`config.mk`:
```
export PLATFORM = sky130hd
export DESIGN_NAME = last_note_priority_stack
export DESIGN_NICKNAME = d
export VERILOG_FILES = /design/src/rtl/core/lnps_pkg.sv /design/src/rtl/core/lnps_front.sv /design/src/rtl/core/lnps_back.sv /design/src/rtl/core/last_note_priority_stack.sv
export VERILOG_INCLUDE_DIRS = /design/src /design/src/rtl/core
export SDC_FILE = /design/constraint.sdc
export NUM_CORES = 1
export LEC_CHECK = 0
export BUFFER_PORTS_ARGS = -buffer_cell sky130_fd_sc_hd__buf_2
export CAP_MARGIN = 20
export CORE_ASPECT_RATIO = 0.8
export CORE_MARGIN = 5
export CORE_UTILIZATION = 55
export CTS_CLUSTER_DIAMETER = 120
export DETAILED_ROUTE_END_ITERATION = 8
export PLACE_DENSITY = 0.76
export RECOVER_POWER = 25
export SYNTH_ARGS = -nofsm -noshare
export SYNTH_HDL_FRONTEND = slang
export SYNTH_HIERARCHICAL = 1
export SYNTH_SLANG_ARGS = --single-unit
```
`constraint.sdc`:
```
create_clock -name clk -period 4 [get_ports clk]
set_input_delay 0.8 -clock clk [delete_from_list [all_inputs] [get_ports clk]]
set_output_delay 0.8 -clock clk [all_outputs]
set_load 0.01 [all_outputs]
```
`src/rtl/core/last_note_priority_stack_assert.svh`:
```
// Assertion macros shared by the note stack RTL
`ifndef LAST_NOTE_PRIORITY_STACK_ASSERT_SVH
`define LAST_NOTE_PRIORITY_STACK_ASSERT_SVH

// check cons in the same cycle as ante
`define LNPS_ASSERT_NOW(label, ante, cons, msg) \
    label: assert property (@(posedge clk) disable iff (!rst_n) (ante) |-> (cons)) \
        else $error(msg);

// check cons in the cycle after ante
`define LNPS_ASSERT_NEXT(label, ante, cons, msg) \
    label: assert property (@(posedge clk) disable iff (!rst_n) (ante) |=> (cons)) \
        else $error(msg);

`endif

```
`src/rtl/core/lnps_pkg.sv`:
```
// Types and constants of the last-note-priority note stack
`default_nettype none
package lnps_pkg;

    localparam int CHAN_W = 4;
    localparam int NOTE_W = 7;
    localparam int VEL_W  = 7;
    localparam int HELD_W = 5;

    localparam logic CMD_NOTE_ON  = 1'b0;
    localparam logic CMD_NOTE_OFF = 1'b1;

    localparam int QDEPTH = 2;
    localparam int QAW    = 1;

    typedef enum logic
    {
        OP_NOTE_ON,
        OP_NOTE_OFF
    } op_t;

    typedef enum logic [1:0]
    {
        ACT_NONE    = 2'd0,
        ACT_TRIGGER = 2'd1,
        ACT_RELEASE = 2'd2
    } action_t;

    typedef enum logic [2:0]
    {
        ST_IDLE,
        ST_TOP,
        ST_NEWTOP,
        ST_SEARCH,
        ST_SHIFT,
        ST_PUT
    } state_t;

    typedef struct packed
    {
        op_t               op;
        logic [CHAN_W-1:0] chan;
        logic [NOTE_W-1:0] note;
        logic [VEL_W-1:0]  vel;
    } lnps_item_t;

    typedef struct packed
    {
        action_t           action;
        logic [CHAN_W-1:0] chan;
        logic [NOTE_W-1:0] note;
        logic [VEL_W-1:0]  vel;
        logic [HELD_W-1:0] held;
        logic              ovf;
    } lnps_res_t;

endpackage
`default_nettype wire

```
`src/rtl/core/lnps_front.sv`:
```
// Front end: event intake, command decode and the short event queue
`default_nettype none
module lnps_front
    import lnps_pkg::*;
(
    input  wire logic              clk,
    input  wire logic              rst_n,
    input  wire logic              push,
    output logic                   full,
    input  wire logic              cmd,
    input  wire logic [CHAN_W-1:0] chan,
    input  wire logic [NOTE_W-1:0] note,
    input  wire logic [VEL_W-1:0]  vel,
    output lnps_item_t             item,
    output logic                   item_valid,
    input  wire logic              item_take
);

    lnps_item_t       q_mem [QDEPTH];
    logic [QAW-1:0]   wr_ptr_reg;
    logic [QAW-1:0]   wr_ptr_next;
    logic [QAW-1:0]   rd_ptr_reg;
    logic [QAW-1:0]   rd_ptr_next;
    logic [QAW:0]     cnt_reg;
    logic [QAW:0]     cnt_next;
    logic             do_push;
    logic             do_pop;
    lnps_item_t       new_item;

    assign full       = (cnt_reg == (QAW+1)'(QDEPTH));
    assign item_valid = (cnt_reg != '0);
    assign item       = q_mem[rd_ptr_reg];
    assign do_push    = push && !full;
    assign do_pop     = item_take && item_valid;

    always_comb
    begin
        new_item.op   = (cmd == CMD_NOTE_OFF) ? OP_NOTE_OFF : OP_NOTE_ON;
        new_item.chan = chan;
        new_item.note = note;
        new_item.vel  = vel;
    end

    always_comb
    begin
        wr_ptr_next = do_push ? wr_ptr_reg + 1'b1 : wr_ptr_reg;
        rd_ptr_next = do_pop ? rd_ptr_reg + 1'b1 : rd_ptr_reg;
        cnt_next    = cnt_reg;
        if (do_push && !do_pop)
        begin
            cnt_next = cnt_reg + 1'b1;
        end
        else if (do_pop && !do_push)
        begin
            cnt_next = cnt_reg - 1'b1;
        end
    end

    always_ff @(posedge clk or negedge rst_n)
    begin
        if (!rst_n)
        begin
            wr_ptr_reg <= '0;
            rd_ptr_reg <= '0;
            cnt_reg    <= '0;
        end
        else
        begin
            wr_ptr_reg <= wr_ptr_next;
            rd_ptr_reg <= rd_ptr_next;
            cnt_reg    <= cnt_next;
        end
    end

    always_ff @(posedge clk)
    begin
        if (do_push)
        begin
            q_mem[wr_ptr_reg] <= new_item;
        end
    end

endmodule
`default_nettype wire

```
`src/rtl/core/lnps_back.sv`:
```
// Back end: note stack memory, stack sequencer and result register
`default_nettype none
module lnps_back
    import lnps_pkg::*;
#(
    parameter int STACK_DEPTH = 16
)
(
    input  wire logic       clk,
    input  wire logic       rst_n,
    input  wire lnps_item_t item,
    input  wire logic       item_valid,
    output logic            item_take,
    output lnps_res_t       res,
    output logic            empty,
    input  wire logic       pop
);

    `include "last_note_priority_stack_assert.svh"

    localparam int AW = $clog2(STACK_DEPTH);
    localparam int CW = $clog2(STACK_DEPTH + 1);

    logic [NOTE_W-1:0] mem [STACK_DEPTH];
    logic [NOTE_W-1:0] rd_data_reg;

    state_t            state_reg;
    state_t            state_next;
    logic [CW-1:0]     count_reg;
    logic [CW-1:0]     count_next;
    logic [AW-1:0]     ptr_reg;
    logic [AW-1:0]     ptr_next;
    logic [AW-1:0]     last_reg;
    logic [AW-1:0]     last_next;
    lnps_item_t        item_reg;
    lnps_item_t        item_next;
    lnps_res_t         res_reg;
    lnps_res_t         res_next;
    logic              res_valid_reg;
    logic              res_valid_next;

    logic              mem_we;
    logic [AW-1:0]     mem_waddr;
    logic [NOTE_W-1:0] mem_wdata;
    logic [AW-1:0]     mem_raddr;

    logic              pop_ok;
    logic              slot_free;
    logic              is_full;
    logic [CW-1:0]     cnt_m1;
    logic [CW-1:0]     cnt_m2;
    logic [CW-1:0]     res_cnt;

    assign pop_ok    = pop && res_valid_reg;
    assign slot_free = !res_valid_reg || pop;
    assign is_full   = (count_reg == CW'(STACK_DEPTH));
    assign cnt_m1    = count_reg - CW'(1);
    assign cnt_m2    = count_reg - CW'(2);
    assign empty     = !res_valid_reg;
    assign res       = res_reg;

    always_comb
    begin
        state_next     = state_reg;
        count_next     = count_reg;
        ptr_next       = ptr_reg;
        last_next      = last_reg;
        item_next      = item_reg;
        res_next       = res_reg;
        res_valid_next = res_valid_reg && !pop_ok;
        res_cnt        = count_reg;
        item_take      = 1'b0;
        mem_we         = 1'b0;
        mem_waddr      = ptr_reg;
        mem_wdata      = rd_data_reg;
        mem_raddr      = ptr_reg;

        case (state_reg)
            ST_IDLE:
            begin
                if (item_valid && slot_free)
                begin
                    item_take = 1'b1;
                    item_next = item;
                    case (item.op)
                        OP_NOTE_ON:
                        begin
                            if (is_full)
                            begin
                                ptr_next   = '0;
                                last_next  = AW'(STACK_DEPTH - 2);
                                mem_raddr  = AW'(1);
                                state_next = ST_SHIFT;
                            end
                            else
                            begin
                                mem_we         = 1'b1;
                                mem_waddr      = count_reg[AW-1:0];
                                mem_wdata      = item.note;
                                count_next     = count_reg + CW'(1);
                                res_cnt        = count_reg + CW'(1);
                                res_next       = '0;
                                res_next.action = ACT_TRIGGER;
                                res_next.chan  = item.chan;
                                res_next.note  = item.note;
                                res_next.vel   = item.vel;
                                res_valid_next = 1'b1;
                            end
                        end
                        OP_NOTE_OFF:
                        begin
                            if (count_reg == '0)
                            begin
                                res_cnt        = count_reg;
                                res_next       = '0;
                                res_next.action = ACT_NONE;
                                res_next.chan  = item.chan;
                                res_valid_next = 1'b1;
                            end
                            else
                            begin
                                mem_raddr  = cnt_m1[AW-1:0];
                                state_next = ST_TOP;
                            end
                        end
                        default:
                        begin
                            state_next = ST_IDLE;
                        end
                    endcase
                end
            end

            ST_TOP:
            begin
                res_next      = '0;
                res_next.chan = item_reg.chan;
                if (rd_data_reg == item_reg.note)
                begin
                    count_next = cnt_m1;
                    if (count_reg == CW'(1))
                    begin
                        res_cnt         = cnt_m1;
                        res_next.action = ACT_RELEASE;
                        res_next.note   = item_reg.note;
                        res_next.vel    = item_reg.vel;
                        res_valid_next  = 1'b1;
                        state_next      = ST_IDLE;
                    end
                    else
                    begin
                        mem_raddr  = cnt_m2[AW-1:0];
                        state_next = ST_NEWTOP;
                    end
                end
                else if (count_reg == CW'(1))
                begin
                    res_cnt         = count_reg;
                    res_next.action = ACT_NONE;
                    res_valid_next  = 1'b1;
                    state_next      = ST_IDLE;
                end
                else
                begin
                    ptr_next   = cnt_m2[AW-1:0];
                    mem_raddr  = cnt_m2[AW-1:0];
                    state_next = ST_SEARCH;
                end
            end

            ST_NEWTOP:
            begin
                res_cnt         = count_reg;
                res_next        = '0;
                res_next.action = ACT_TRIGGER;
                res_next.chan   = item_reg.chan;
                res_next.note   = rd_data_reg;
                res_next.vel    = item_reg.vel;
                res_valid_next  = 1'b1;
                state_next      = ST_IDLE;
            end

            ST_SEARCH:
            begin
                if (rd_data_reg == item_reg.note)
                begin
                    last_next  = cnt_m2[AW-1:0];
                    mem_raddr  = ptr_reg + AW'(1);
                    state_next = ST_SHIFT;
                end
                else if (ptr_reg == '0)
                begin
                    res_cnt         = count_reg;
                    res_next        = '0;
                    res_next.action = ACT_NONE;
                    res_next.chan   = item_reg.chan;
                    res_valid_next  = 1'b1;
                    state_next      = ST_IDLE;
                end
                else
                begin
                    ptr_next  = ptr_reg - AW'(1);
                    mem_raddr = ptr_reg - AW'(1);
                end
            end

            ST_SHIFT:
            begin
                mem_we    = 1'b1;
                mem_waddr = ptr_reg;
                mem_wdata = rd_data_reg;
                if (ptr_reg == last_reg)
                begin
                    if (item_reg.op == OP_NOTE_ON)
                    begin
                        state_next = ST_PUT;
                    end
                    else
                    begin
                        count_next      = cnt_m1;
                        res_cnt         = cnt_m1;
                        res_next        = '0;
                        res_next.action = ACT_NONE;
                        res_next.chan   = item_reg.chan;
                        res_valid_next  = 1'b1;
                        state_next      = ST_IDLE;
                    end
                end
                else
                begin
                    ptr_next  = ptr_reg + AW'(1);
                    mem_raddr = ptr_reg + AW'(2);
                end
            end

            ST_PUT:
            begin
                mem_we          = 1'b1;
                mem_waddr       = AW'(STACK_DEPTH - 1);
                mem_wdata       = item_reg.note;
                res_cnt         = count_reg;
                res_next        = '0;
                res_next.action = ACT_TRIGGER;
                res_next.chan   = item_reg.chan;
                res_next.note   = item_reg.note;
                res_next.vel    = item_reg.vel;
                res_next.ovf    = 1'b1;
                res_valid_next  = 1'b1;
                state_next      = ST_IDLE;
            end

            default:
            begin
                state_next = ST_IDLE;
            end
        endcase

        if (res_valid_next && !(res_valid_reg && !pop_ok))
        begin
            res_next.held = HELD_W'({{HELD_W{1'b0}}, res_cnt});
        end
    end

    always_ff @(posedge clk or negedge rst_n)
    begin
        if (!rst_n)
        begin
            state_reg     <= ST_IDLE;
            count_reg     <= '0;
            res_valid_reg <= 1'b0;
        end
        else
        begin
            state_reg     <= state_next;
            count_reg     <= count_next;
            res_valid_reg <= res_valid_next;
        end
    end

    always_ff @(posedge clk)
    begin
        ptr_reg  <= ptr_next;
        last_reg <= last_next;
        item_reg <= item_next;
        res_reg  <= res_next;
    end

    always_ff @(posedge clk)
    begin
        if (mem_we)
        begin
            mem[mem_waddr] <= mem_wdata;
        end
        rd_data_reg <= mem[mem_raddr];
    end

    `LNPS_ASSERT_NOW(a_count_range, 1'b1, count_reg <= CW'(STACK_DEPTH), "stack count past depth")
    `LNPS_ASSERT_NOW(a_busy_no_word, state_reg != ST_IDLE, !res_valid_reg,
        "word waiting while busy")
    `LNPS_ASSERT_NOW(a_ovf_full, res_valid_reg && res_reg.ovf, is_full,
        "overflow without full stack")
    `LNPS_ASSERT_NOW(a_release_empty, res_valid_reg && (res_reg.action == ACT_RELEASE),
        count_reg == '0, "release with notes held")
    `LNPS_ASSERT_NOW(a_shift_bound, state_reg == ST_SHIFT, ptr_reg <= last_reg, "shift past last entry")

endmodule
`default_nettype wire

```
`src/rtl/core/last_note_priority_stack.sv`:
```
// Top level of the last-note-priority note stack for a monophonic voice
//
// Events enter through a queue port: drive cmd, chan, note and vel with push
// high; a word is taken at each rising edge with push high and full low.
// Results leave through a queue port: while empty is low the oldest result
// sits on action, out_chan, out_note, out_vel, held_count and overflow, and
// pop high at a rising edge takes it. Every event yields exactly one result.
// A note-on on a stack that is not full is stored at once; a note-off
// reads the top entry and, if notes remain, the new top; a note-on on a
// full stack shifts every entry down over the oldest; a note-off found
// deeper is searched for downward and the entries above it shifted down.
// The sequencer does one stack memory read and one write per cycle. It
// takes the next event once idle with the result slot free, so note-ons on
// a stack that is not full run at one per cycle while results are popped.
// A two-word event queue keeps taking words while the sequencer works or
// while a result waits; once the result register holds an unpopped word the
// sequencer waits and full rises once two events wait in the queue.
// Reset clears the stack count and both queues; stack entries are written
// before they are ever read, so the stack memory needs no clearing pass.
`default_nettype none
module last_note_priority_stack
    import lnps_pkg::*;
#(
    parameter int STACK_DEPTH = 16
)
(
    input  wire logic              clk,
    input  wire logic              rst_n,
    input  wire logic              push,
    output logic                   full,
    input  wire logic              cmd,
    input  wire logic [CHAN_W-1:0] chan,
    input  wire logic [NOTE_W-1:0] note,
    input  wire logic [VEL_W-1:0]  vel,
    output logic                   empty,
    input  wire logic              pop,
    output logic [1:0]             action,
    output logic [CHAN_W-1:0]      out_chan,
    output logic [NOTE_W-1:0]      out_note,
    output logic [VEL_W-1:0]       out_vel,
    output logic [HELD_W-1:0]      held_count,
    output logic                   overflow
);

    lnps_item_t item;
    logic       item_valid;
    logic       item_take;
    lnps_res_t  res;

    lnps_front u_front
    (
        .clk        (clk),
        .rst_n      (rst_n),
        .push       (push),
        .full       (full),
        .cmd        (cmd),
        .chan       (chan),
        .note       (note),
        .vel        (vel),
        .item       (item),
        .item_valid (item_valid),
        .item_take  (item_take)
    );

    lnps_back #(
        .STACK_DEPTH (STACK_DEPTH)
    ) u_back
    (
        .clk        (clk),
        .rst_n      (rst_n),
        .item       (item),
        .item_valid (item_valid),
        .item_take  (item_take),
        .res        (res),
        .empty      (empty),
        .pop        (pop)
    );

    assign action     = res.action;
    assign out_chan   = res.chan;
    assign out_note   = res.note;
    assign out_vel    = res.vel;
    assign held_count = res.held;
    assign overflow   = res.ovf;

endmodule
`default_nettype wire

```
# Word level (Yosys, flattened, before mapping)

Memories as Yosys holds them, arrays and structs flattened. A register that Yosys moved wholly into a read port is not among the register bits.
Cells that the tools add are included.

Add/sub/neg operators: 10
Multipliers: 0
Div/mod/pow operators: 0
Order comparisons: 0
Equal/unequal tests: 33
Shift operators: 0
Mux-type cells: 90
Bitwise logic cells: 1
Reduce and logical (&&, ||, !) cells: 34

Operator list:

| cell                                          | number |
|---|---|
| 2-to-1 mux 26 bit                             | 7 |
| one-hot mux 26 bit (6 select lines)           | 1 |
| 2-to-1 mux 4 bit                              | 20 |
| one-hot mux 26 bit (2 select lines)           | 1 |
| 2-to-1 mux 5 bit                              | 10 |
| one-hot mux 4 bit (4 select lines)            | 2 |
| one-hot mux 5 bit (3 select lines)            | 2 |
| 2-to-1 mux 14 bit                             | 2 |
| 2-to-1 mux 3 bit                              | 8 |
| one-hot mux 4 bit (2 select lines)            | 3 |
| 2-to-1 mux 7 bit                              | 3 |
| 2-to-1 mux 1 bit                              | 18 |
| AND reduction 8 bit                           | 2 |
| != test 3 x 1 -> 1 bit, second input constant | 5 |
| != test 2 x 1 -> 1 bit, second input constant | 7 |
| one-hot mux 7 bit (2 select lines)            | 1 |
| 2-to-1 mux 2 bit                              | 6 |
| != test 3 bit, second input constant          | 4 |
| one-hot mux 3 bit (4 select lines)            | 1 |
| one-hot mux 5 bit (2 select lines)            | 1 |
| AND reduction 5 bit                           | 2 |
| logical AND 1 bit                             | 8 |
| != test 2 bit, second input constant          | 4 |
| != test 4 bit, second input constant          | 2 |
| 36 further kinds                              | 48 |

Register bits after elaboration: 66
Latch bits: 0
Memory bits (writable): 150
Memory bits (read-only): 0
Output and inout bits: 28
Word-level logic and storage cells: 188
Memories: 2

Memories:

| memory        | words | width | rd ports | clocked after Yosys merged registers in | wr ports | line             | source |
|---|---|---|---|---|---|---|---|
| u_back.mem    | 16    | 7     | 1        | 1                                       | 1        | lnps_back.sv:24  | `logic [NOTE_W-1:0] mem [STACK_DEPTH];` |
| u_front.q_mem | 2     | 19    | 1        | 0                                       | 1        | lnps_front.sv:19 | `lnps_item_t q_mem [QDEPTH];` |

# Longest topological paths before layout

Gate-level depths: netlist of run 1.

Word-level depth: 10
Depth in mapped cells: 14
Gate-level depth less buffers: 11

# By module

Netlist of run 1, hierarchy kept.

Modules (own cells, without submodules):

| module     | instances | cells each | area an instance (µm²) | sequential area each (µm²) |
|---|---|---|---|---|
| lnps_back  | 1         | 699        | 8748.4                 | 5320.1 |
| lnps_front | 1         | 78         | 1666.6                 | 1241.2 |

# Worst setup path after synthesis of run 1

OpenSTA, ideal clock, no wires.

Kind: register to register
From: register u_back.ptr_reg[1]
To: register u_back.res_reg, in the netlist u_back/res[0], enable pin
Library setup time: 0.438 ns
Arrival: 3.447 ns
Required time: 3.562 ns
Path slack: 0.114 ns
Stages on the path, launching flop included: 9
Buffers on the path: 1
Cells stage by stage: edfxtp_1 -> xor2_1 -> nor4_2 -> and2_1 -> clkbuf_1 -> nor2_1 -> o21ai_1 -> inv_1 -> a311oi_1

Longest elaborated chain between the ends: 3
Elaborated cells on any way between the ends: 5
Classes of those cells: 3 x eq/ne; 2 x reduce/logical

RTL lines:

| item                                                   | line                               | source |
|---|---|---|
| start, declared                                        | lnps_back.sv:31                    | `logic [AW-1:0] ptr_reg;` |
| start signal, assigned                                 | lnps_back.sv:282                   | `ptr_reg <= ptr_next;` |
| equality test 4 bit or zero test 4 bit (tied branches) | lnps_back.sv:212, lnps_back.sv:191 |  |
| != test 2 x 1 -> 1 bit (no line)                       | -                                  |  |
| AND reduction 8 bit (no line) (*)                      | -                                  |  |
| end signal, assigned                                   | lnps_back.sv:285                   | `res_reg <= res_next;` |
| end, declared                                          | lnps_back.sv:37                    | `lnps_res_t res_reg;` |

Mark *: on every way between the ends. The rest lies on a longest branch, timed or not.
A chain may end at the register's enable or synchronous reset.

# Worst setup path in the final report of run 1

From: register u_back.count_reg[1]
To: register u_back.rd_data_reg[4], read port of u_back.mem

Elaborated cells on any way between the ends: 11
Classes of those cells: 2 x add/sub; 2 x eq/ne; 6 x mux; 1 x reduce/logical

RTL lines:

| item                               | line                               | source |
|---|---|---|
| start, declared                    | lnps_back.sv:29                    | `logic [CW-1:0] count_reg;` |
| start signal, assigned             | lnps_back.sv:275                   | `count_reg <= count_next;` |
| subtractor 4 x 2 -> 4 bit          | lnps_back.sv:58                    | `assign cnt_m2 = count_reg - CW'(2);` |
| via u_back.cnt_m2[1]               | lnps_back.sv:51                    | `logic [CW-1:0] cnt_m2;` |
| 2-to-1 mux 4 bit                   | lnps_back.sv:141, lnps_back.sv:156 |  |
| one-hot mux 4 bit (4 select lines) | lnps_back.sv:78                    | `case (state_reg)` |
| end, declared                      | lnps_back.sv:25                    | `logic [NOTE_W-1:0] rd_data_reg;` |

The timed path passes the listed nets, and every way through them passes these cells.

==> summary.txt, run 1 <==
Detailed routing
  • Avg WL per Cell: 20.3 um
  • DR DRC count: 0
  • DR iter-0 viols: 739
  • WL final: 23.0 mm
  • Antenna Violating Nets Remaining: 0
  • Via density per instance: 6.00
  • Initial DRT Pass Iterations: 6
  • Vias: 6,785

Synth
  • Async SR Flop Fraction: 0.0583
  • Syn avg cell area: 13.4 um2
  • Post-synth EDFFs: 203
  • Synthesized Nets: 813
  • Synth area leaders: edfxtp_1 59%, mux2i_1 4.1%, dfrtp_1 3.1%
  • Synth top area share: 0.585
  • Cell count after synthesis: 777
  • Syn. warnings: 6
  • Biggest area consumer among synthesized cells: edfxtp_1
  • Synth Cell Area: 0.0104 mm2
  • Top FF cell, synth: edfxtp_1
  • Sequential-to-total area share from yosys stat: 0.630
  • Library cells used by synthesis: 75
  • #FFs+latches synth: 223

Clocking
  • Worst-Skew Late Latency: 0.53 ns
  • CTS sink cnt: 223
  • TritonCTS buffer count: 23
  • Longest Clk Path Bufs: 3
  • Number of setup buffers added after CTS: 0
  • Root buf cell: clkbuf_16
  • Htree depth: 1
  • Post-CTS Hold Buffers: 0
  • Post-cts sizing count: 0
  • CTS tree: done
  • CTS clk-pin slew, worst paths: 0.06 ns

Cells and area
  • N_diodes: 0
  • Max reg flops: 112
  • Synth-to-Final Area Change: 12.9%
  • Area of the multi-input gates: 0.00349 mm2
  • Seq. cell area: 0.00656 mm2
  • Fillers: 1,478
  • Layout cell share with drive strength beyond 1: 0.159
  • Commonest non-fill, non-tap cell in the layout: edfxtp_1
  • Final Instance Count excl. Fillers: 1,130
  • Cell area after layout: 0.0118 mm2
  • NumNets Final: 891
  • Commonest non-fill, non-tap cells in the layout: 203 x edfxtp_1, 77 x nor2_1, 71 x nand2_1

Pwr
  • Leakage power: 4.32 nW
  • Worst-case vdd ir drop: 0.000580 V
  • PD cells: 900 mW/mm2
  • Overall power: 10.6 mW

Job
  • Max Cap Viol: 0

Timing
  • Unrepaired setup endpoints after global routing: no
  • Pins Over Slew Limit: 0
  • FMAX: 264 MHz
  • Minimum clock period: 3.79 ns
  • Fin. Hold Viols: 0
  • Setup slack after layout: 0.209 ns
  • Worst-Margin Slew: 1.25 ns
  • Slew HR: 0.167
  • Clock skew: 0.0132 ns
  • Final setup vio count: 0
  • Fin Setup TNS: 0 ns
  • Period utilization: 0.948

Global route
  • Gr usage total: 0.213
  • Vias in the first global route: 6,399
  • Largest net degree at the start of global routing: 57
  • First-pass GRT wire length: 36.4 mm
  • Overflow after GRT: 0
  • Initial antenna violation count: 0

Setup path
  • WS Path Type: flop to flop
  • Critical Path RT: 4.41 ns
  • Critical Path Sink Type: flop
  • Max Fanout on Critical Path: 56
  • WP data arrival: 4.20 ns
  • Startpoint Class: flop

Die
  • Die width: 164 um
  • Site Rows: 45
  • IO Count: 51
  • Initial core utilization: 0.554
  • Core footprint: 0.0188 mm2
  • Die height: 133 um
  • Die area: 0.0218 mm2

Placement
  • DP HPWL: 15.5 mm
  • Placement Cell Area: 0.0111 mm2
  • GPL Wtd Cong: 0.973
  • Placed Cells: 1,087
  • Port buffer count: 50
  • Place WS: 0.298 ns

Worst hold path
  • HP Class: input pin to async pin

Run status
  • Status: finished clean
==> per-stage QoR <==
step	hold WS, ns	utilization
6_report	0.375	0.625
4_1_cts	0.175	0.631
3_5_place_dp	0.491	0.591
3_3_place_gp	0.492	0.591
5_1_grt	0.421	0.625
2_1_floorplan	0.465	-
==> final timing paths <==
path / from / endpoint / slack, ns / cells past startpoint
setup / recovery: u_back/count_reg[1] / u_back/rd_data_reg[4] / 0.21 / 12
hold / removal: rst_n / u_back/state_reg[0] / 0.38 / 1
setup reg to reg: u_back/count_reg[1] / u_back/rd_data_reg[4] / 0.21 / 12
hold reg to reg: u_front/cnt_reg[1] / u_front/cnt_reg[1] / 0.50 / 1
max in group asynchronous: rst_n / u_back/res_valid_reg / 3.07 / 1
min in group clk: note[1] / u_front/q_mem[1][8] / 0.47 / 1
==> power breakdown <==
group	total [mW]	switching, mW	internal, mW
Combinational	4.63	2.85	1.78
Sequential	3.81	0.275	3.54
Clock	2.14	0.885	1.25
Total	10.6	4.01	6.57
==> critical path, stage by stage (launching register included) <==
cell	delay (ns)
dfrtp_1	0.48
inv_1	0.28
ha_1	0.24
or3b_1	0.42
a21oi_1	0.32
o21ai_1	0.15
a2111o_1	0.42
o221ai_4	0.09
buf_12	0.34
mux2_2	0.39
nor2_1	0.11
a21oi_1	0.05
a221o_1	0.34
==> layout make-up <==
class                   instances  share of cell area
inverters                      21             0.00670
clock buffers                  28              0.0532
repair buffers                 92              0.0458
clock inverters                14              0.0116
flip-flops and latches        223               0.558
multi-input cells             494               0.297
well taps                     258              0.0275
==> layer usage <==
layer,part of all wire,up-vias,GRT usage
li1,-,3107,-
met1,0.44,3271,0.322
met2,0.44,357,0.321
met3,0.090,50,0.0439
met4,0.024,0,0.0466
met5,0,-,0
==> synth_stat cells, drive strengths merged (8+ instances only) <==
cell    instances
edfxtp        203
nor2           78
nand2          72
mux2           52
mux2i          44
a21oi          42
clkbuf         23
inv            21
o21ai          19
xnor2          18
buf            16
dfrtp          13
ha             13
o22ai          11
a22oi          10
xor2           10
a221o           8
a22o            8
a31oi           8
nand2b          8
nor3            8
==> logic make-up (layout without fill, tap and decap cells) <==
logic type	Yosys count	after routing	share of synthesized area
compound gates	155	155	0.105
xor+xnor	28	28	0.0243
fa+ha+maj	13	13	0.0156
buf+inv	60	155	0.0316
flops	223	223	0.630
mux	96	96	0.107
simple gates	202	202	0.0872
No activity file was read; power rests on OpenSTA's default activity.
==> run 2: changes to the inputs <==
--- a/config.mk
+++ b/config.mk
@@ -6,14 +6,14 @@
 export SDC_FILE = /design/constraint.sdc
 export NUM_CORES = 1
 export LEC_CHECK = 0
-export BUFFER_PORTS_ARGS = -buffer_cell sky130_fd_sc_hd__buf_2
 export CAP_MARGIN = 20
 export CORE_ASPECT_RATIO = 0.8
 export CORE_MARGIN = 5
-export CORE_UTILIZATION = 55
+export CORE_UTILIZATION = 57
 export CTS_CLUSTER_DIAMETER = 120
 export DETAILED_ROUTE_END_ITERATION = 8
-export PLACE_DENSITY = 0.76
+export DONT_BUFFER_PORTS = 1
+export PLACE_DENSITY = 0.75
 export RECOVER_POWER = 25
 export SYNTH_ARGS = -nofsm -noshare
 export SYNTH_HDL_FRONTEND = slang
==> run 2 against run 1 <==
Maximum frequency is 2.4% higher. Global-route usage up 1.8 points. Via count about the same. Highest routed layer unchanged. Critical endpoint unchanged. Critical path depth unchanged. Critical path type unchanged. Total power is 0.22% lower. Worst hold slack worse by 0.0046 ns. Routed wire length is 6.1% higher. Setup slack improved by 0.088 ns. Cell area down 2.3%.
==> summary.txt, run 2 (synthesis results as in run 1) <==
Setup path
  • Slowest cell on the critical path: o221ai_4
  • Most frequent CP cell: a21oi_1
  • CP cell instances: inv_1 > ha_1 > or3b_1 > a21oi_1 > o21ai_1 > a21o_1 > o221ai_4 > buf_12 > mux2_2 > nor2_1 > a21oi_1 > a221o_1
  • Startpoint Class: flop
  • Critical Path Sink Type: flop
  • Critical Path RT: 4.40 ns (about the same)
  • WS Path Type: flop to flop
  • Max Fanout on Critical Path: 24 (-57%)
  • WP data arrival: 4.10 ns (-0.10 ns)
  • Largest stage delay on the critical path: 0.54 ns (+0.06 ns)

Clocking
  • CTS sink cnt: 223 (unchanged)
  • Worst-Skew Late Latency: 0.52 ns (about the same)
  • Root buf cell: clkbuf_16
  • Longest Clk Path Bufs: 3 (unchanged)
  • Htree depth: 1 (unchanged)
  • Post-cts sizing count: 0 (unchanged)
  • CTS tree: done
  • CTS clk-pin slew, worst paths: 0.07 ns (about the same)
  • TritonCTS buffer count: 22 (-4.3%)

Timing
  • Hold_ws: 0.370 ns (-0.00455 ns)
  • Pins Over Slew Limit: 0 (unchanged)
  • Unrepaired setup endpoints after global routing: no
  • Worst-Margin Slew: 1.19 ns (-0.0632 ns)
  • Slew HR: 0.210 (+0.0421)
  • Clock skew: 0.0196 ns (+0.00643 ns)
  • Fin. Hold Viols: 0 (unchanged)
  • Period utilization: 0.926 (-0.0220)
  • Final setup vio count: 0 (unchanged)
  • FMAX: 270 MHz (+2.4%)
  • Fin Setup TNS: 0 ns (unchanged)
  • Minimum clock period: 3.70 ns (-0.0880 ns)

Cells and area
  • Max reg flops: 112 (unchanged)
  • Finished Core Util: 0.636 (+0.0111)
  • NumNets Final: 841 (-5.6%)
  • Synth-to-Final Area Change: 10.3%
  • N_diodes: 0 (unchanged)
  • Final Instance Count excl. Fillers: 1,051 (-7.0%)
  • Commonest non-fill, non-tap cells in the layout: 203 x edfxtp_1, 77 x nor2_1, 71 x nand2_1
  • Commonest non-fill, non-tap cell in the layout: edfxtp_1
  • Fillers: 1,352 (-8.5%)
  • Seq. cell area: 0.00656 mm2 (unchanged)
  • Layout cell share with drive strength beyond 1: 0.147 (-0.0120)
  • Area of the multi-input gates: 0.00349 mm2 (about the same)

Detailed routing
  • Avg WL per Cell: 23.2 um (+14%)
  • Via density per instance: 6.45 (+7.5%)
  • Vias: 6,784 (-0.015%)
  • Initial DRT Pass Iterations: 9 (+3)
  • Antenna Violating Nets Remaining: 0 (unchanged)
  • DR iter-0 viols: 881 (+19%)
  • WL final: 24.4 mm (+6.1%)
  • DR DRC count: 0 (unchanged)

Die
  • IO Count: 51 (unchanged)
  • Die area: 0.0211 mm2 (-3.3%)
  • Die width: 161 um (-1.7%)
  • Initial core utilization: 0.577 (+0.0229)
  • Site Rows: 44 (-2.2%)
  • Core footprint: 0.0181 mm2 (-4.0%)
  • Die height: 131 um (-1.6%)

Pwr
  • Leakage power: 4.20 nW (-2.8%)
  • Worst-case vdd ir drop: 0.000454 V (-22%)
  • Switching Fraction: 0.387 (+0.00778)
  • Power Internal: 6.48 mW (-1.5%)
  • Overall power: 10.6 mW (-0.22%)
  • PD cells: 919 mW/mm2 (+2.1%)
  • Sequential share of power: 0.365 (+0.005)
  • Combinational power share: 0.443 (+0.005)
  • Psw: 4.08 mW (+1.8%)
  • Clk pwr share: 0.192 (-0.010)

Placement
  • GPL Wtd Cong: 0.983 (+1.1%)
  • Placed Cells: 1,009 (-7.2%)
  • Port buffer count: 0 (-100%)
  • DP HPWL: 16.6 mm (+6.7%)

Global route
  • Largest net degree at the start of global routing: 43 (-25%)
  • Overflow after GRT: 0 (unchanged)
  • Initial antenna violation count: 0 (unchanged)
  • Vias in the first global route: 6,591 (+3.0%)
  • Gr usage total: 0.230 (+0.0175)
  • First-pass GRT wire length: 38.1 mm (+4.6%)

Run status
  • Status: finished clean

Job
  • Max Cap Viol: 0 (unchanged)

Worst hold path
  • HP Class: input pin to flop
[run 2: layout make-up]
type,instances,area share
clock inverters,12,0.0102
repair buffers,43,0.0303
well taps,230,0.0250
inverters,21,0.00686
clock buffers,28,0.0525
flip-flops and latches,223,0.571
multi-input cells,494,0.304
[run 2: worst paths after layout]
path / cells after the start / end / from / slack (ns)
max reg2reg: 12 / u_back/rd_data_reg[4] / u_back/count_reg[1] / 0.30
min reg2reg: 1 / u_back/res[8] / u_back/item_reg[2] / 0.53
max: 12 / u_back/rd_data_reg[4] / u_back/count_reg[1] / 0.30
min: 0 / u_front/q_mem[0][16] / chan[2] / 0.37
min in group asynchronous: 1 / u_front/rd_ptr_reg / rst_n / 0.76
max in group asynchronous: 1 / u_back/count_reg[3] / rst_n / 2.79
[run 2: metrics by stage]
step	instance area (um2)	worst slack (ns)
finish	11500	0.297
global route	11500	0.0666
CTS	11600	0.302
detailed placement	10800	0.347
global placement	10800	0.427
floorplan	10400	0.114
[run 2: per-layer routing]
layer  vias to the layer above  GRT usage  wire length (um)
met1                      3292      0.334             10200
met3                        55     0.0398              2540
met4                         0     0.0602               572
met2                       442      0.369             11100
li1                       2995          -                 -
met5                         -          0                 0
[run 2: repair_timing]
item	4_1_cts	5_1_grt
endpoints found under the setup margin	0	0
hold endpoints to repair	13	0
hold buffers	1	0
buffers inserted	0	0
[run 2: power by group through the flow]
stage	clock network [mW]	logic (mW)	registers [mW]
CTS	2.05	4.68	3.86
global route	2.15	5.02	3.90
global placement	0	4.52	3.87
floorplan	0	3.44	3.78
finish	2.02	4.68	3.85
detailed placement	0	4.63	3.89
[run 2: worst max-delay path, delay by kind of cell, from the launching register on]
kind | cells | cell delay [ns]
and+or+nand+nor | 2 | 0.50
AOI/OAI and AO/OA | 6 | 1.59
adders and majority gates | 1 | 0.24
buffers and inverters | 2 | 0.53
DFF | 1 | 0.38
muxes | 1 | 0.35
==> run 3: changes to the inputs <==
--- a/config.mk
+++ b/config.mk
@@ -9,11 +9,13 @@
 export CAP_MARGIN = 20
 export CORE_ASPECT_RATIO = 0.8
 export CORE_MARGIN = 5
-export CORE_UTILIZATION = 57
+export CORE_UTILIZATION = 60
+export CTS_BUF_LIST = sky130_fd_sc_hd__clkbuf_8
 export CTS_CLUSTER_DIAMETER = 120
 export DETAILED_ROUTE_END_ITERATION = 8
 export DONT_BUFFER_PORTS = 1
-export PLACE_DENSITY = 0.75
+export HOLD_SLACK_MARGIN = 0.03
+export PLACE_DENSITY = 0.79
 export RECOVER_POWER = 25
 export SYNTH_ARGS = -nofsm -noshare
 export SYNTH_HDL_FRONTEND = slang
==> run 3 against run 2 <==
Largest cell class unchanged. Cell area about the same. Cell count increased by 1.7%. Global-route usage up 1.1 points. Total power fell by 0.74%. Highest routed layer unchanged. Combinational power down 2%. Worst hold slack worse by 0.0094 ns. Sequential share of layout area is essentially flat.
==> summary.txt, run 3 (synthesis results as in run 1) <==
Global route
  • Initial antenna violation count: 0 (unchanged)
  • Vias in the first global route: 6,610 (+0.29%)
  • Overflow after GRT: 0 (unchanged)
  • Largest net degree at the start of global routing: 43 (unchanged)
  • Gr usage total: 0.241 (+0.0108)
  • First-pass GRT wire length: 37.4 mm (-1.7%)

Detailed routing
  • Avg WL per Cell: 22.4 um (-3.3%)
  • Initial DRT Pass Iterations: 7 (-2)
  • WL final: 24.0 mm (-1.6%)
  • Antenna Violating Nets Remaining: 0 (unchanged)
  • Vias: 6,827 (+0.63%)
  • Via density per instance: 6.39 (-1.1%)
  • DR DRC count: 0 (unchanged)
  • DR iter-0 viols: 1,026 (+16%)

Clocking
  • Htree depth: 2 (+1)
  • Post-cts sizing count: 0 (unchanged)
  • CTS tree: done
  • Worst-Skew Late Latency: 0.53 ns (about the same)
  • Number of setup buffers added after CTS: 0 (unchanged)
  • CTS clk-pin slew, worst paths: 0.07 ns (about the same)
  • TritonCTS buffer count: 36 (+64%)
  • Root buf cell: clkbuf_8
  • Longest Clk Path Bufs: 3 (unchanged)
  • CTS sink cnt: 223 (unchanged)

Cells and area
  • Commonest non-fill, non-tap cell in the layout: edfxtp_1
  • Max reg flops: 112 (unchanged)
  • Layout cell share with drive strength beyond 1: 0.153 (+0.00546)
  • Finished Core Util: 0.668 (+0.0314)
  • NumNets Final: 852 (+1.3%)
  • Commonest non-fill, non-tap cells in the layout: 203 x edfxtp_1, 77 x nor2_1, 71 x nand2_1
  • N_diodes: 0 (unchanged)
  • Synth-to-Final Area Change: 10.4% (about the same)

Job
  • Max Cap Viol: 0 (unchanged)

Timing
  • Fin. Hold Viols: 0 (unchanged)
  • Clock skew: 0.0278 ns (+0.00817 ns)
  • FMAX: 271 MHz (+0.53%)
  • Period utilization: 0.921 (-0.00487)
  • Minimum clock period: 3.68 ns (-0.0195 ns)
  • Slew HR: 0.244 (+0.0343)
  • Pins Over Slew Limit: 0 (unchanged)
  • Worst-Margin Slew: 1.13 ns (-0.0515 ns)
  • Final setup vio count: 0 (unchanged)
  • Fin Setup TNS: 0 ns (unchanged)
  • Unrepaired setup endpoints after global routing: no

Pwr
  • PD cells: 911 mW/mm2 (-0.79%)
  • Clk pwr share: 0.190 (-0.002)
  • Switching Fraction: 0.388 (+0.00125)
  • Sequential share of power: 0.371 (+0.006)
  • Combinational power share: 0.438 (-0.005)
  • Worst-case vdd ir drop: 0.000438 V (-3.6%)
  • Overall power: 10.5 mW (-0.74%)
  • Power Internal: 6.41 mW (-0.95%)
  • Leakage power: 4.25 nW (+1.1%)
  • Psw: 4.06 mW (-0.42%)

Setup path
  • Critical Path Sink Type: flop
  • RR Endpoint: u_back/rd_data_reg[5]
  • Reg2reg start: u_back/count_reg[1]
  • Startpoint Class: flop
  • WS Path Type: flop to flop
  • WP data arrival: 4.09 ns (about the same)
  • Max Fanout on Critical Path: 24 (unchanged)
  • Reg-to-reg setup timing slack: 0.32 ns (+0.02 ns)
  • Cells on worst reg2reg path: 12 (unchanged)
  • Critical Path RT: 4.40 ns (about the same)

Die
  • Core footprint: 0.0172 mm2 (-4.7%)
  • Die area: 0.0201 mm2 (-4.7%)
  • Die height: 128 um (-2.3%)
  • Die width: 157 um (-2.4%)
  • IO Count: 51 (unchanged)
  • Site Rows: 43 (-2.3%)
  • Initial core utilization: 0.605 (+0.0282)

Placement
  • Port buffer count: 0 (unchanged)
  • GPL Wtd Cong: 1.01 (+2.7%)
  • DP HPWL: 16.2 mm (-2.2%)

Worst hold path
  • HP Class: input pin to flop
  • Hold path cells: 0 (unchanged)
  • Hold Path Sink: u_front/q_mem[1][14]
  • Min-delay src: chan[0]

Run status
  • Status: finished clean
run 3: cell types whose count changed in the layout (fill, tap and decap cells not counted):
cell | before | now
buf_4 | 35 | 32
inv_6 | 2 | 1
inv_1 | 21 | 32
clkinv_1 | 0 | 8
clkinv_16 | 1 | 0
clkbuf_1 | 7 | 3
buf_12 | 3 | 4
clkinv_8 | 0 | 1
bufinv_16 | 1 | 3
clkbuf_8 | 3 | 39
clkbuf_16 | 22 | 0
clkinv_2 | 8 | 3
run 3: layout make-up:
type | instances | area [um2]
Clock inverter | 27 | 201
Fill cell | 1209 | 5720
Timing Repair Buffer | 40 | 342
Tap cell | 225 | 282
Inverter | 21 | 78.8
Sequential cell | 223 | 6560
Multi-Input combinational cell | 494 | 3490
Clock buffer | 39 | 537
run 3: timing repair:
action                     in CTS  in global routing
hold buffers                    1                  0
setup endpoints to repair       0                  0
hold endpoints to repair       13                  0
run 3: metal layers:
metal	routed length [um]	GRT usage	part of all wire
met5	0	0	0
met4	449	0.0693	0.019
met3	3130	0.0796	0.13
met2	10500	0.349	0.44
met1	9930	0.353	0.41
run 3: worst max-delay path by stage:
stage                         from                    end  slack [ns]  cells past startpoint
5_1_grt        u_back/count_reg[1]  u_back/rd_data_reg[5]        0.09                      9
3_3_place_gp   u_back/count_reg[1]  u_back/rd_data_reg[5]        0.52                     12
3_5_place_dp   u_back/count_reg[1]  u_back/rd_data_reg[3]        0.41                     12
2_1_floorplan    u_back/ptr_reg[1]          u_back/res[0]        0.11                      8
6_report       u_back/count_reg[1]  u_back/rd_data_reg[5]        0.32                     12
4_1_cts        u_back/count_reg[1]  u_back/rd_data_reg[3]        0.39                     12
run 3: per-stage QoR:
step | area, um2 | setup slack (ns) | hold WS, ns | instances
final | 11500 | 0.316 | 0.361 | 1069
after global placement | 10800 | 0.522 | 0.483 | 1001
after global routing | 11500 | 0.0903 | 0.330 | 1069
after CTS | 11600 | 0.390 | 0.335 | 1068
after floorplan | 10400 | 0.114 | 0.465 | 777
after detailed placement | 10800 | 0.407 | 0.503 | 1001
run 3: power by group through the flow:
| stage | Sequential, mW | Combinational [mW] | Clock, mW |
|---|---|---|---|
| 3_5_place_dp | 3.93 | 4.57 | 0 |
| 4_1_cts | 3.89 | 4.61 | 2.03 |
| 3_3_place_gp | 3.90 | 4.43 | 0 |
| 6_report | 3.89 | 4.59 | 2.00 |
| 2_1_floorplan | 3.78 | 3.44 | 0 |
| 5_1_grt | 3.94 | 4.92 | 2.15 |
run 3: worst max-delay path, stage by stage, from the launching register on:
cell,delay (ns)
dfrtp_1,0.49
inv_1,0.27
ha_1,0.24
or3b_1,0.42
a21oi_1,0.29
o21ai_1,0.15
a2111o_1,0.42
o221ai_4,0.12
buf_12,0.25
mux2i_1,0.27
mux2_2,0.22
o22ai_1,0.09
a221o_1,0.31
